[src/sv/tvrs_pkg.sv]
// Shared types and constants of the torque vector ratio saturator.
`timescale 1ns / 1ps

package tvrs_pkg;

    localparam int FIELD_JOINTS        = 3;
    localparam int TORQUE_W            = 32;
    localparam int LIMIT_W             = 31;
    localparam int RATIO_W             = 16;
    localparam int CFG_INDEX_W         = 2;
    localparam int JOINT_COUNT_DEFAULT = 3;
    localparam int QUEUE_DEPTH_DEFAULT = 4;

    localparam logic [LIMIT_W-1:0] LIMIT_RESET = 31'd2949120;

    typedef enum logic [CFG_INDEX_W-1:0] {
        REG_LIMIT_A = 2'd0,
        REG_LIMIT_B = 2'd1,
        REG_LIMIT_C = 2'd2
    } reg_index_t;

    typedef logic [TORQUE_W-1:0] mag_t;
    typedef logic [LIMIT_W-1:0]  limit_t;
    typedef limit_t [FIELD_JOINTS-1:0] limits_t;

    typedef struct packed {
        logic signed [TORQUE_W-1:0] torque_in_a;
        logic signed [TORQUE_W-1:0] torque_in_b;
        logic signed [TORQUE_W-1:0] torque_in_c;
    } in_beat_t;

    typedef struct packed {
        logic signed [TORQUE_W-1:0] torque_out_a;
        logic signed [TORQUE_W-1:0] torque_out_b;
        logic signed [TORQUE_W-1:0] torque_out_c;
        logic                       was_scaled;
        logic [1:0]                 limiting_joint;
    } out_beat_t;

    // Classified vector handed from the front to the back through the queue.
    typedef struct packed {
        mag_t [FIELD_JOINTS-1:0] mag;
        logic [FIELD_JOINTS-1:0] neg;
        logic [1:0]              best;
        logic                    found;
        limit_t                  lim_best;
    } cls_t;

endpackage

[src/sv/tvrs_queue.sv]
// Short FIFO that decouples the classifying front from the scaling back.
`timescale 1ns / 1ps

module tvrs_queue #(
    parameter int DEPTH = tvrs_pkg::QUEUE_DEPTH_DEFAULT
) (
    input  logic           clk,
    input  logic           rst_n,
    input  logic           push,
    input  tvrs_pkg::cls_t push_data,
    output logic           full,
    input  logic           pop,
    output logic           not_empty,
    output tvrs_pkg::cls_t pop_data
);
    import tvrs_pkg::*;

    localparam int PTR_W = (DEPTH > 1) ? $clog2(DEPTH) : 1;
    localparam int CNT_W = $clog2(DEPTH + 1);

    cls_t             entry_reg [DEPTH];
    logic [PTR_W-1:0] wr_ptr_reg, rd_ptr_reg;
    logic [CNT_W-1:0] count_reg;
    logic             do_pop;

    assign full      = (count_reg == CNT_W'(DEPTH));
    assign not_empty = (count_reg != '0);
    assign do_pop    = pop && not_empty;
    assign pop_data  = entry_reg[rd_ptr_reg];

    always_ff @(posedge clk or negedge rst_n)
    begin
        if (!rst_n)
        begin
            wr_ptr_reg <= '0;
            rd_ptr_reg <= '0;
            count_reg  <= '0;
        end
        else
        begin
            if (push)
            begin
                wr_ptr_reg <= (wr_ptr_reg == PTR_W'(DEPTH - 1)) ? '0 : wr_ptr_reg + 1'b1;
            end
            if (do_pop)
            begin
                rd_ptr_reg <= (rd_ptr_reg == PTR_W'(DEPTH - 1)) ? '0 : rd_ptr_reg + 1'b1;
            end
            if (push && !do_pop)
            begin
                count_reg <= count_reg + 1'b1;
            end
            else if (do_pop && !push)
            begin
                count_reg <= count_reg - 1'b1;
            end
        end
    end

    always_ff @(posedge clk)
    begin
        if (push)
        begin
            entry_reg[wr_ptr_reg] <= push_data;
        end
    end

    a_no_overflow: assert property (@(posedge clk) disable iff (!rst_n)
        push |-> !full)
        else $error("queue written while full");

    a_count_bound: assert property (@(posedge clk) disable iff (!rst_n)
        count_reg <= CNT_W'(DEPTH))
        else $error("queue count beyond depth");

endmodule

[config.mk]
export PLATFORM = sky130hd
export DESIGN_NAME = tvrs_queue
export DESIGN_NICKNAME = d
export VERILOG_FILES = /design/src/sv/tvrs_pkg.sv /design/src/sv/tvrs_queue.sv
export SDC_FILE = /design/constraint.sdc
export NUM_CORES = 1
export LEC_CHECK = 0
export BUFFER_PORTS_ARGS = -buffer_cell sky130_fd_sc_hd__clkbuf_2
export CAP_MARGIN = 20
export CELL_PAD_IN_SITES_DETAIL_PLACEMENT = 0
export CELL_PAD_IN_SITES_GLOBAL_PLACEMENT = 1
export CORE_AREA = 8 8 231 233
export DETAILED_ROUTE_END_ITERATION = 10
export DIE_AREA = 0 0 239 241
export PLACE_DENSITY = 0.74
export SLEW_MARGIN = 40
export SYNTH_ARGS = -nofsm -noshare
export SYNTH_HDL_FRONTEND = slang
export SYNTH_SLANG_ARGS = --single-unit
[constraint.sdc]
create_clock -name clk -period 6.12 [get_ports clk]
set_input_delay 0.306 -clock clk [delete_from_list [all_inputs] [get_ports clk]]
set_output_delay 0.306 -clock clk [all_outputs]
set_load 0.01 [all_outputs]
=== After elaboration in Yosys (flattened, before gate mapping) ===
Memory sizes are Yosys's and may differ from the RTL's.
Cells that the tools add are included.

* Memory bits (writable): 532
* Output and inout bits: 135
* Register bits: 7
* Input bits: 137
* Logic and storage cells: 24
* Memories: 1

* Reductions and logical operators: 7
* Equality and inequality tests: 3
* Mux-type cells: 6
* Add/subtract/negate cells: 4

{| class="wikitable"
|+ Memories
! memory !! depth !! bits a word !! read ports !! clocked after Yosys merged registers in !! wr ports !! line !! text
|-
| entry_reg || 4 || 133 || 1 || 0 || 1 || tvrs_queue.sv:21 || <nowiki>cls_t entry_reg [DEPTH];</nowiki>
|}

{| class="wikitable"
|+ Operators with widths
! cell !! number
|-
| 3-bit 2-to-1 mux || 2
|-
| 2-bit by 1-bit adder with 2-bit output (second input constant) || 2
|-
| 2-bit == test (second input constant) || 2
|-
| 2-bit 2-to-1 mux || 2
|-
| 3-bit by 1-bit adder with 3-bit output (second input constant) || 1
|-
| 3-bit == test (second input constant) || 1
|-
| 1-bit logical AND || 3
|-
| 3-bit nonzero test || 1
|-
| 3-bit by 1-bit subtractor with 3-bit output (second input constant) || 1
|-
| 1-bit zero test || 2
|-
| 1-bit 2-to-1 mux || 2
|-
| 2-bit nonzero test || 1
|}

=== Longest topological paths before layout ===
Gate-level depths: netlist (run 1).

* Depth after elaboration: 5
* Mapped depth: 8
* Gate-level depth less buffers: 8

=== Least setup slack after synthesis (run 1) ===
OpenSTA, ideal clock, no wires.

* Path kind: reg-to-reg
* From: register wr_ptr_reg[0]
* To: memory entry_reg[0][0] (netlist name), enable pin
* Path buffers: 0
* Setup time: 0.508 ns
* Arrival: 3.673 ns
* Clock period less this slack: 4.181 ns
* Data required time: 5.612 ns
* Path slack: 1.939 ns
* Stages on the path, launching flop included: 4
* Cell sequence: dfrtp_1 inv_1 ha_1 and2_1

{| class="wikitable"
|+ RTL lines
! what !! line !! text
|-
| start, declared || tvrs_queue.sv:22 || <nowiki>logic [PTR_W-1:0] wr_ptr_reg, rd_ptr_reg;</nowiki>
|-
| start signal, assigned || tvrs_queue.sv:43 || <nowiki>wr_ptr_reg <= (wr_ptr_reg == PTR_W'(DEPTH - 1)) ? '0 : wr_ptr_reg + 1'b1;</nowiki>
|-
| end, declared || tvrs_queue.sv:21 ||
|}

No word-level cell before the write port.

==> results of run 1 <==
[per-stage QoR]
step	util	power [mW]	cell area, um^2
final	0.500	11.2	24800
after detailed placement	0.438	8.17	21800
after floorplan	-	7.01	19600
after global routing	0.500	11.7	24800
after CTS	0.499	11.4	24800
after global placement	0.437	8.11	21700
[cells in the mapped netlist]
cell      instances
nand2_1           3
and2_1            4
nor3b_1           1
xor2_1            2
o21ai_0           2
edfxtp_1        532
buf_4             1
clkbuf_1          6
mux4_2          133
buf_6             7
dfrtp_1           7
or3_1             1
mux2_2            3
inv_1             3
fa_1              1
xnor2_1           1
buf_2            16
nor2_1            3
ha_1              6
[worst paths after layout]
kind                                    end          start  slack, ns  cells past startpoint
min in group asynchronous      count_reg[0]          rst_n       0.09                      2
max reg2reg                entry_reg[0][68]  wr_ptr_reg[0]       3.73                      5
max in group asynchronous     rd_ptr_reg[0]          rst_n       5.82                      2
min                           wr_ptr_reg[1]           push       0.08                      2
min reg2reg                    count_reg[2]   count_reg[2]       0.50                      1
max                            pop_data[89]  rd_ptr_reg[0]       2.90                      3
[cell usage in the layout (no fill, tap or decap), drive strengths merged, types with 4 or more instances in the layout]
cell type / netlist / layout
edfxtp: 532 / 532
clkbuf: 6 / 338
dlygate4sd3: 0 / 134
mux4: 133 / 133
clkinv: 0 / 25
buf: 24 / 11
dfrtp: 7 / 7
ha: 6 / 6
and2: 4 / 4
bufinv: 0 / 4
inv: 3 / 4
[report_power, final]
group	switching [mW]	internal, mW
Combinational	1.68	1.44
Clock	1.32	1.80
Sequential	0.207	4.73
Total	3.21	7.97
[cells by family (layout without fill, tap and decap cells)]
| family | after synthesis | after routing | share of synthesized area |
|---|---|---|---|
| AOI/OAI and AO/OA | 2 | 2 | 0.000511 |
| xor gates and xnor gates | 3 | 3 | 0.00134 |
| adders and majority gates | 7 | 7 | 0.00486 |
| buffers and inverters | 33 | 517 | 0.0102 |
| DFF | 539 | 539 | 0.825 |
| muxes | 136 | 136 | 0.155 |
| other | 0 | 3 | 0 |
| and+or+nand+nor | 12 | 12 | 0.00313 |
[worst register-to-register path, stage by stage, from the launching register on]
cell and delay [ns]:
dfrtp_1 0.41, inv_1 0.11, ha_1 0.15, and2_4 0.43, buf_12 0.29, buf_4 0.60
[final cells by class]
type,instances,area (um^2)
sequential,539,16200
multi-input combinational,160,3230
clock buffer,67,1400
timing repair buffer,416,2880
antenna,3,7.51
inverter,3,11.3
fill,3982,24800
clock inverter,31,284
tap,672,841
[repair_timing]
action / 4_1_cts / 5_1_grt
hold buffers: 134 / 0
resized for setup: 0 / 0
buffers inserted: 0 / 0
setup endpoints to repair: 0 / 0
hold endpoints to repair: 539 / 0
[per-layer routing]
layer / vias to the layer above / track usage
met2: 225 / 0.243
met4: 2 / 0.0331
li1: 4069 / -
met1: 4805 / 0.165
met5: - / 0
met3: 53 / 0.0360
==> impl_metrics.ini, run 1 <==
[outcome]
status = complete, no violations

[timing]
worst_slack_ns = 2.90
final-hold-violation-count = 0
rsz0062_at_grt = false
drv_slew = 0
skew_ns = 0.0201
min_period_ns = 3.22
tightest_slew_ns = 0.806
relSlewSlack = 0.462
fin_crit_sh = 0.526
setup_tns_ns = 0
hold_ws_ns = 0.0782
finalSetupViolations = 0
max_freq_mhz = 311

[route]
ant_nets = 0
drt-total-wl_um = 39400
via_per_inst = 4.84
via_count = 9154
drt-met1-wl_um = 15700
drc = 0
top_layer = met5
drt-wirelength-per-cell_um = 20.8
wl_met3_um = 2370
first_pass_iters = 4
detailedRoute.firstIterationViolations = 537
dr_wl_met2_um = 20600

[logic_synthesis]
avgSynthCellArea_um2 = 26.7
synth_cells = 732
ys_warn_count = 0
ys_types = 19
yosysTopAreaCellShare = 0.816
synth.area.top_cells = edfxtp_1 82%, mux4_2 15%, dfrtp_1 0.89%, buf_2 0.41%, buf_6 0.40%
ys_seq_elements = 539
ys_seq_area_frac = 0.825
syn_nets = 876
syn_area_um2 = 19600
yosys.area.top_type = edfxtp_1

[floorplan]
core-area_um2 = 49700
fp-row-count = 82
io_pins = 272
die-area_um2 = 57600
die_y_um = 241
start_util = 0.394
chipWidth_um = 239

[global_route]
antenna_found_initial = 3
grt_overflow = 0
grt_max_degree = 88
grt_pass1_wl_um = 60100
grt_pass1_vias = 10300
grt_use_total = 0.136

[clock_tree]
htreeDepth = 2
root_buffer = clkbuf_16
clk_latency_ns = 0.59
cts_num_sinks = 539
path_clk_slew_ns = 0.06
cts_tree = built
cts_made_buffers = 53
clockBufferDepth = 3

[critical_path]
crit_arrival_ns = 2.91
critical_path.top_delay_family = flip-flops
crit_path_max_incr_delay_ns = 0.81
cp.required_ns = 5.81
end_kind = output pin
crit_chain = buf_12 -> mux4_2 -> clkbuf_2
path_buf_inv = 2
start_kind = register
worstPathMaxFanout = 75
crit_type = reg -> out
crit_slowest_cell = dfrtp_4

[placement]
dp_hpwl_um = 23000
portBuffers = 271
place_inst = 1655
dpl_worst_slack_ns = 3.45
gp_congestion = 0.689

[power]
power_density_nw_per_um2 = 450
leakage_nw = 8.53
ir_worst_vdd_v = 0.000360

[job]
maxCapViolations = 0

[final_layout]
largest_reg_flops = 532
synthToLayoutAreaGrowth_pct = 26.8
drive_gt1_frac = 0.411
nNetsFinal = 1317
final_cells = 1891

[hold_path]
hold_path.class = in -> reg
(Power assumes the default switching activity.)
==> run 2, diff against run 1 <==
--- a/config.mk
+++ b/config.mk
@@ -12,7 +12,7 @@
 export CORE_AREA = 8 8 231 233
 export DETAILED_ROUTE_END_ITERATION = 10
 export DIE_AREA = 0 0 239 241
-export PLACE_DENSITY = 0.74
+export PLACE_DENSITY = 0.76
 export SLEW_MARGIN = 40
 export SYNTH_ARGS = -nofsm -noshare
 export SYNTH_HDL_FRONTEND = slang
==> constraint.sdc (replaced) <==
create_clock -name clk -period 2.7 [get_ports clk]
set_input_delay 0.135 -clock clk [delete_from_list [all_inputs] [get_ports clk]]
set_output_delay 0.135 -clock clk [all_outputs]
set_load 0.01 [all_outputs]
==> run 2 against run 1 <==
Effect of this change: sequential power increased by 120%; clock-buffer cell count decreased by 1; worst setup slack got worse by 2.7 ns; critical endpoint is now pop_data[6]; largest power group unchanged.
==> impl_metrics.ini, run 2 (synthesis gave the netlist of run 1 again) <==
[outcome]
status = complete, no violations

[critical_path]
critical_path.top_delay_family = buffers and inverters
crit_slowest_cell = dfrtp_4
crit_arrival_ns = 2.38
start_kind = register
cp-endpoint = pop_data[6]
worstPathMaxFanout = 27
crit_chain = buf_12 -> buf_4 -> mux4_2 -> clkbuf_2
regToRegEndpoint = count_reg[2]
cp-startpoint = rd_ptr_reg[0]
crit_path_max_incr_delay_ns = 0.54
end_kind = output pin
cp_num_cells = 4
rrSetupSlack_ns = 0.55
cp.required_ns = 2.57
crit_type = reg -> out
reg2regPathDepth = 8
path_buf_inv = 3
r2r_start = count_reg[0]

[placement]
dpl_cell_area_um2 = 22000
portBuffers = 271
dp_hpwl_um = 24400
dpl_worst_slack_ns = 0.558
gp_congestion = 0.706

[floorplan]
die_y_um = 241
start_util = 0.394
chipWidth_um = 239
die-area_um2 = 57600
core-area_um2 = 49700
fp-row-count = 82
io_pins = 272

[timing]
setup_tns_ns = 0
relSlewSlack = 0.616
drv_slew = 0
fin_crit_sh = 0.932
max_freq_mhz = 397
skew_ns = 0.0212
hold_ws_ns = 0.300
finalSetupViolations = 0
tightest_slew_ns = 0.575
final-hold-violation-count = 0
rsz0062_at_grt = false
worst_slack_ns = 0.184
min_period_ns = 2.52

[global_route]
grt_overflow = 0
grt_max_degree = 64
grt_use_total = 0.139
grt_pass1_vias = 10500
grt_pass1_wl_um = 61200
antenna_found_initial = 4

[clock_tree]
clockBufferDepth = 3
cts_num_sinks = 539
clk_latency_ns = 0.60
root_buffer = clkbuf_16
cts_made_buffers = 55
cts_tree = built
path_clk_slew_ns = 0.06
htreeDepth = 2

[route]
drc = 0
first_pass_iters = 4
drt-wirelength-per-cell_um = 21.0
detailedRoute.firstIterationViolations = 554
ant_nets = 0
top_layer = met5
wl_met3_um = 2770
via_count = 9399
via_per_inst = 4.90
drt-met1-wl_um = 15700
drt-total-wl_um = 40200
dr_wl_met2_um = 21000

[job]
maxCapViolations = 0

[final_layout]
fillers = 3950
nNetsFinal = 1342
drive_gt1_frac = 0.422
synthToLayoutAreaGrowth_pct = 28.6
largest_reg_flops = 532
fin_area_um2 = 25200
final_common_cell = edfxtp_1
layout_common_cells = 532 x edfxtp_1, 271 x clkbuf_2, 137 x dlygate4sd3_1, 133 x mux4_2, 56 x clkbuf_16

[power]
leakage_nw = 8.71
power_density_nw_per_um2 = 1030
ir_worst_vdd_v = 0.000551
power_mw = 26.0

[hold_path]
hold_path.class = in -> reg
hold_depth = 2
-- run 2: cell count changes in the layout (fill, tap and decap cells not counted), moves of 2 or more --
cell,change
buf_4,+15
buf_12,+5
clkbuf_1,-3
clkinv_1,+3
dlygate4sd3_1,+3
bufinv_16,+2
clkbuf_16,+2
clkinvlp_4,+2
-- run 2: cell type report --
class | count | area [um^2] | share of cell area
Tap cell | 672 | 841 | 0.0334
Antenna cell | 2 | 5.00 | 0.000199
Multi-Input combinational cell | 160 | 3230 | 0.128
Inverter | 3 | 11.3 | 0.000447
Sequential cell | 539 | 16200 | 0.642
Timing Repair Buffer | 439 | 3120 | 0.124
Clock buffer | 66 | 1440 | 0.0572
Clock inverter | 37 | 357 | 0.0142
-- run 2: where the power goes --
part	internal, mW	total (mW)	switching (mW)
Clock	4.38	7.44	3.06
Sequential	10.7	11.1	0.365
Combinational	3.47	7.43	3.96
-- run 2: repair_timing --
item                                   in CTS  in global routing
endpoints found under the hold margin     543                  0
hold buffers                              137                  0
gates resized for setup                     0                  0
setup buffers                               0                  0
-- run 2: worst min-delay path by stage --
stage / start / to
after global routing: push_data[13] / entry_reg[1][13]
after floorplan: rst_n / count_reg[0]
after detailed placement: rst_n / count_reg[2]
after CTS: push_data[13] / entry_reg[1][13]
after global placement: rst_n / wr_ptr_reg[1]
final: push_data[42] / entry_reg[0][42]
-- run 2: routing by layer --
metal / global-route usage / up-vias
li1: - / 4123
met5: 0 / -
met1: 0.166 / 4948
met3: 0.0408 / 53
met2: 0.244 / 271
met4: 0.0401 / 4
-- run 2: per-stage QoR --
stage                     std cells  utilization
after floorplan                 732            -
after global placement         1676        0.443
after detailed placement       1676        0.443
after CTS                      1916        0.507
after global routing           1917        0.507
final                          1918        0.507
==> run 3, diff against run 2 <==
--- a/config.mk
+++ b/config.mk
@@ -5,14 +5,15 @@
 export SDC_FILE = /design/constraint.sdc
 export NUM_CORES = 1
 export LEC_CHECK = 0
+export ABC_AREA = 1
 export BUFFER_PORTS_ARGS = -buffer_cell sky130_fd_sc_hd__clkbuf_2
 export CAP_MARGIN = 20
 export CELL_PAD_IN_SITES_DETAIL_PLACEMENT = 0
 export CELL_PAD_IN_SITES_GLOBAL_PLACEMENT = 1
-export CORE_AREA = 8 8 231 233
+export CORE_AREA = 8 8 243 245
 export DETAILED_ROUTE_END_ITERATION = 10
-export DIE_AREA = 0 0 239 241
-export PLACE_DENSITY = 0.76
+export DIE_AREA = 0 0 251 253
+export PLACE_DENSITY = 0.8
 export SLEW_MARGIN = 40
 export SYNTH_ARGS = -nofsm -noshare
 export SYNTH_HDL_FRONTEND = slang
==> run 3 against run 2 <==
Effect of this change: first-iteration DRC count up 38%; sequential power about the same; utilization down 1.9 points; clock power down 5.0%; worst setup slack better by 0.014 ns; non-clock buffer count up 7; worst hold slack better by 0.013 ns; sequential cell count unchanged; area after synthesis up 11%; sequential share of layout area down 4.5 points.
==> impl_metrics.ini, run 3 <==
[outcome]
status = complete, no violations

[critical_path]
regToRegEndpoint = entry_reg[2][132]
crit_type = reg -> out
reg2regPathDepth = 5
cp-endpoint = pop_data[129]
crit_arrival_ns = 2.37
rrSetupSlack_ns = 0.83
end_kind = output pin
r2r_start = wr_ptr_reg[0]
worstPathMaxFanout = 124
cp-startpoint = rd_ptr_reg[0]
cp.required_ns = 2.57
start_kind = register

[placement]
portBuffers = 271
place_inst = 2539
dpl_worst_slack_ns = 0.789
dp_hpwl_um = 28100
gp_congestion = 0.738

[logic_synthesis]
yosysMostFrequentCell = edfxtp_1
ys_seq_area_frac = 0.741
synth_edf_count = 532
ys.flop_type = edfxtp_1
ys_warn_count = 0
yosys.area.top_type = edfxtp_1
synth_common_cells = 532 x edfxtp_1, 418 x nand2_1, 276 x inv_1
synth_cells = 1606
syn_area_um2 = 21800
ys_types = 20
synth-async-reset-ratio = 0.0130
synth.area.top_cells = edfxtp_1 73%, o211ai_1 7.2%, nand2_1 7.2%, inv_1 4.8%, o211ai_2 3.2%
ys_seq_elements = 539
syn_nets = 1750
avgSynthCellArea_um2 = 13.6
yosysTopAreaCellShare = 0.733

[floorplan]
fp-row-count = 87
core-area_um2 = 55500
die_y_um = 253
start_util = 0.393
die-area_um2 = 63500
chipWidth_um = 251
io_pins = 272

[final_layout]
layout_common_cells = 532 x edfxtp_1, 414 x nand2_1, 271 x clkbuf_2, 270 x inv_1, 210 x o211ai_1
post-route-util = 0.488
largest_reg_flops = 532
nNetsFinal = 2164
drive_gt1_frac = 0.220
final_cells = 2774
final_common_cell = edfxtp_1
synthToLayoutAreaGrowth_pct = 24.2

[timing]
final-hold-violation-count = 0
rsz0062_at_grt = false
tightest_slew_ns = 0.740
drv_slew = 0
finalSetupViolations = 0
worst_slack_ns = 0.198
fin_crit_sh = 0.927
min_period_ns = 2.50
relSlewSlack = 0.506
skew_ns = 0.0164
max_freq_mhz = 400

[route]
via_count = 13200
drt-wirelength-per-cell_um = 17.2
first_pass_iters = 5
drt-total-wl_um = 47600
detailedRoute.firstIterationViolations = 762
via_per_inst = 4.77
drc = 0
ant_nets = 0

[clock_tree]
cts_setup_buffers = 0
path_clk_slew_ns = 0.06
cts_made_buffers = 54
cts_tree = built
htreeDepth = 2
clockBufferDepth = 3
cts_num_sinks = 539
root_buffer = clkbuf_16
clk_latency_ns = 0.58
cts-resized-gates = 0

[global_route]
grt_overflow = 0
grt_pass1_wl_um = 74700
grt_max_degree = 125
grt_pass1_vias = 13600
antenna_found_initial = 5
grt_use_total = 0.149

[power]
switching_share = 0.345
power_density_nw_per_um2 = 1020
p_switching_mw = 9.53
comb_power_share = 0.341
power_frac_seq = 0.403
intPower_mw = 18.1
leakage_nw = 10.7
ir_worst_vdd_v = 0.000691
clock_power_share = 0.255
power_mw = 27.7

[job]
maxCapViolations = 0

[hold_path]
hold_path.class = in -> reg
run 3: area by class of cell:
class / count / area [um^2]
Clock inverter: 31 / 220
Multi-Input combinational cell: 702 / 4020
Inverter: 277 / 1060
Timing Repair Buffer: 446 / 3270
Antenna cell: 2 / 5.00
Tap cell: 712 / 891
Fill cell: 4758 / 28400
Clock buffer: 65 / 1460
Sequential cell: 539 / 16200
run 3: stage by stage:
step	hold slack (ns)	cell area [um^2]	TNS [ns]
after floorplan	-0.161	21800	-168.47
after global placement	-0.0122	24000	0
after detailed placement	-0.0105	24000	0
after CTS	0.270	27100	0
after global routing	0.280	27100	0
final	0.314	27100	0
run 3: power groups by stage:
stage	clock network [mW]	logic, mW	registers, mW
after floorplan	0	6.10	11.2
after global placement	0	9.31	11.3
after detailed placement	0	9.49	11.3
after CTS	7.27	9.70	11.2
after global routing	7.57	10.5	11.3
final	7.07	9.44	11.2
run 3: worst max-delay path, stage by stage, from the launching register on:
cell and delay (ns):
dfrtp_4 0.72, buf_12 0.47, nand2_1 0.11, o211ai_1 0.10, nand2_1 0.14, clkbuf_2 0.16
run 3: how the worst min path moves through the flow:
stage	startpoint	slack, ns	depth (start not counted)	end
after floorplan	rst_n	-0.16	0	count_reg[0]
after global placement	rst_n	-0.01	1	rd_ptr_reg[0]
after detailed placement	rst_n	-0.01	1	rd_ptr_reg[0]
after CTS	push_data[92]	0.27	2	entry_reg[0][92]
after global routing	push_data[99]	0.28	2	entry_reg[3][99]
final	push_data[120]	0.31	2	entry_reg[2][120]
run 3: repair_timing:
item | CTS | global route
hold endpoints to repair | 543 | 0
setup endpoints to repair | 0 | 0
hold buffers | 137 | 0
run 3: cell families (layout without fill, tap and decap cells):
group                    after synthesis  in the layout  share of synthesized area
XOR/XNOR                               1              1                   0.000402
flip-flops                           539            539                      0.741
AND/OR/NAND/NOR                      426            426                     0.0737
adder cells (fa/ha/maj)                7              7                    0.00436
other                                  0              2                          0
AO/OA/AOI/OAI                        268            268                      0.105
buffers and inverters                365            819                     0.0759
run 3: routing by layer:
metal  up-vias  wire (um)  global-route usage
met5         -         40                   0
met4         6       1090              0.0429
met3        74       2180              0.0316
met2       254      24700               0.268
met1      6461      19600               0.178
li1       6432          -                   -
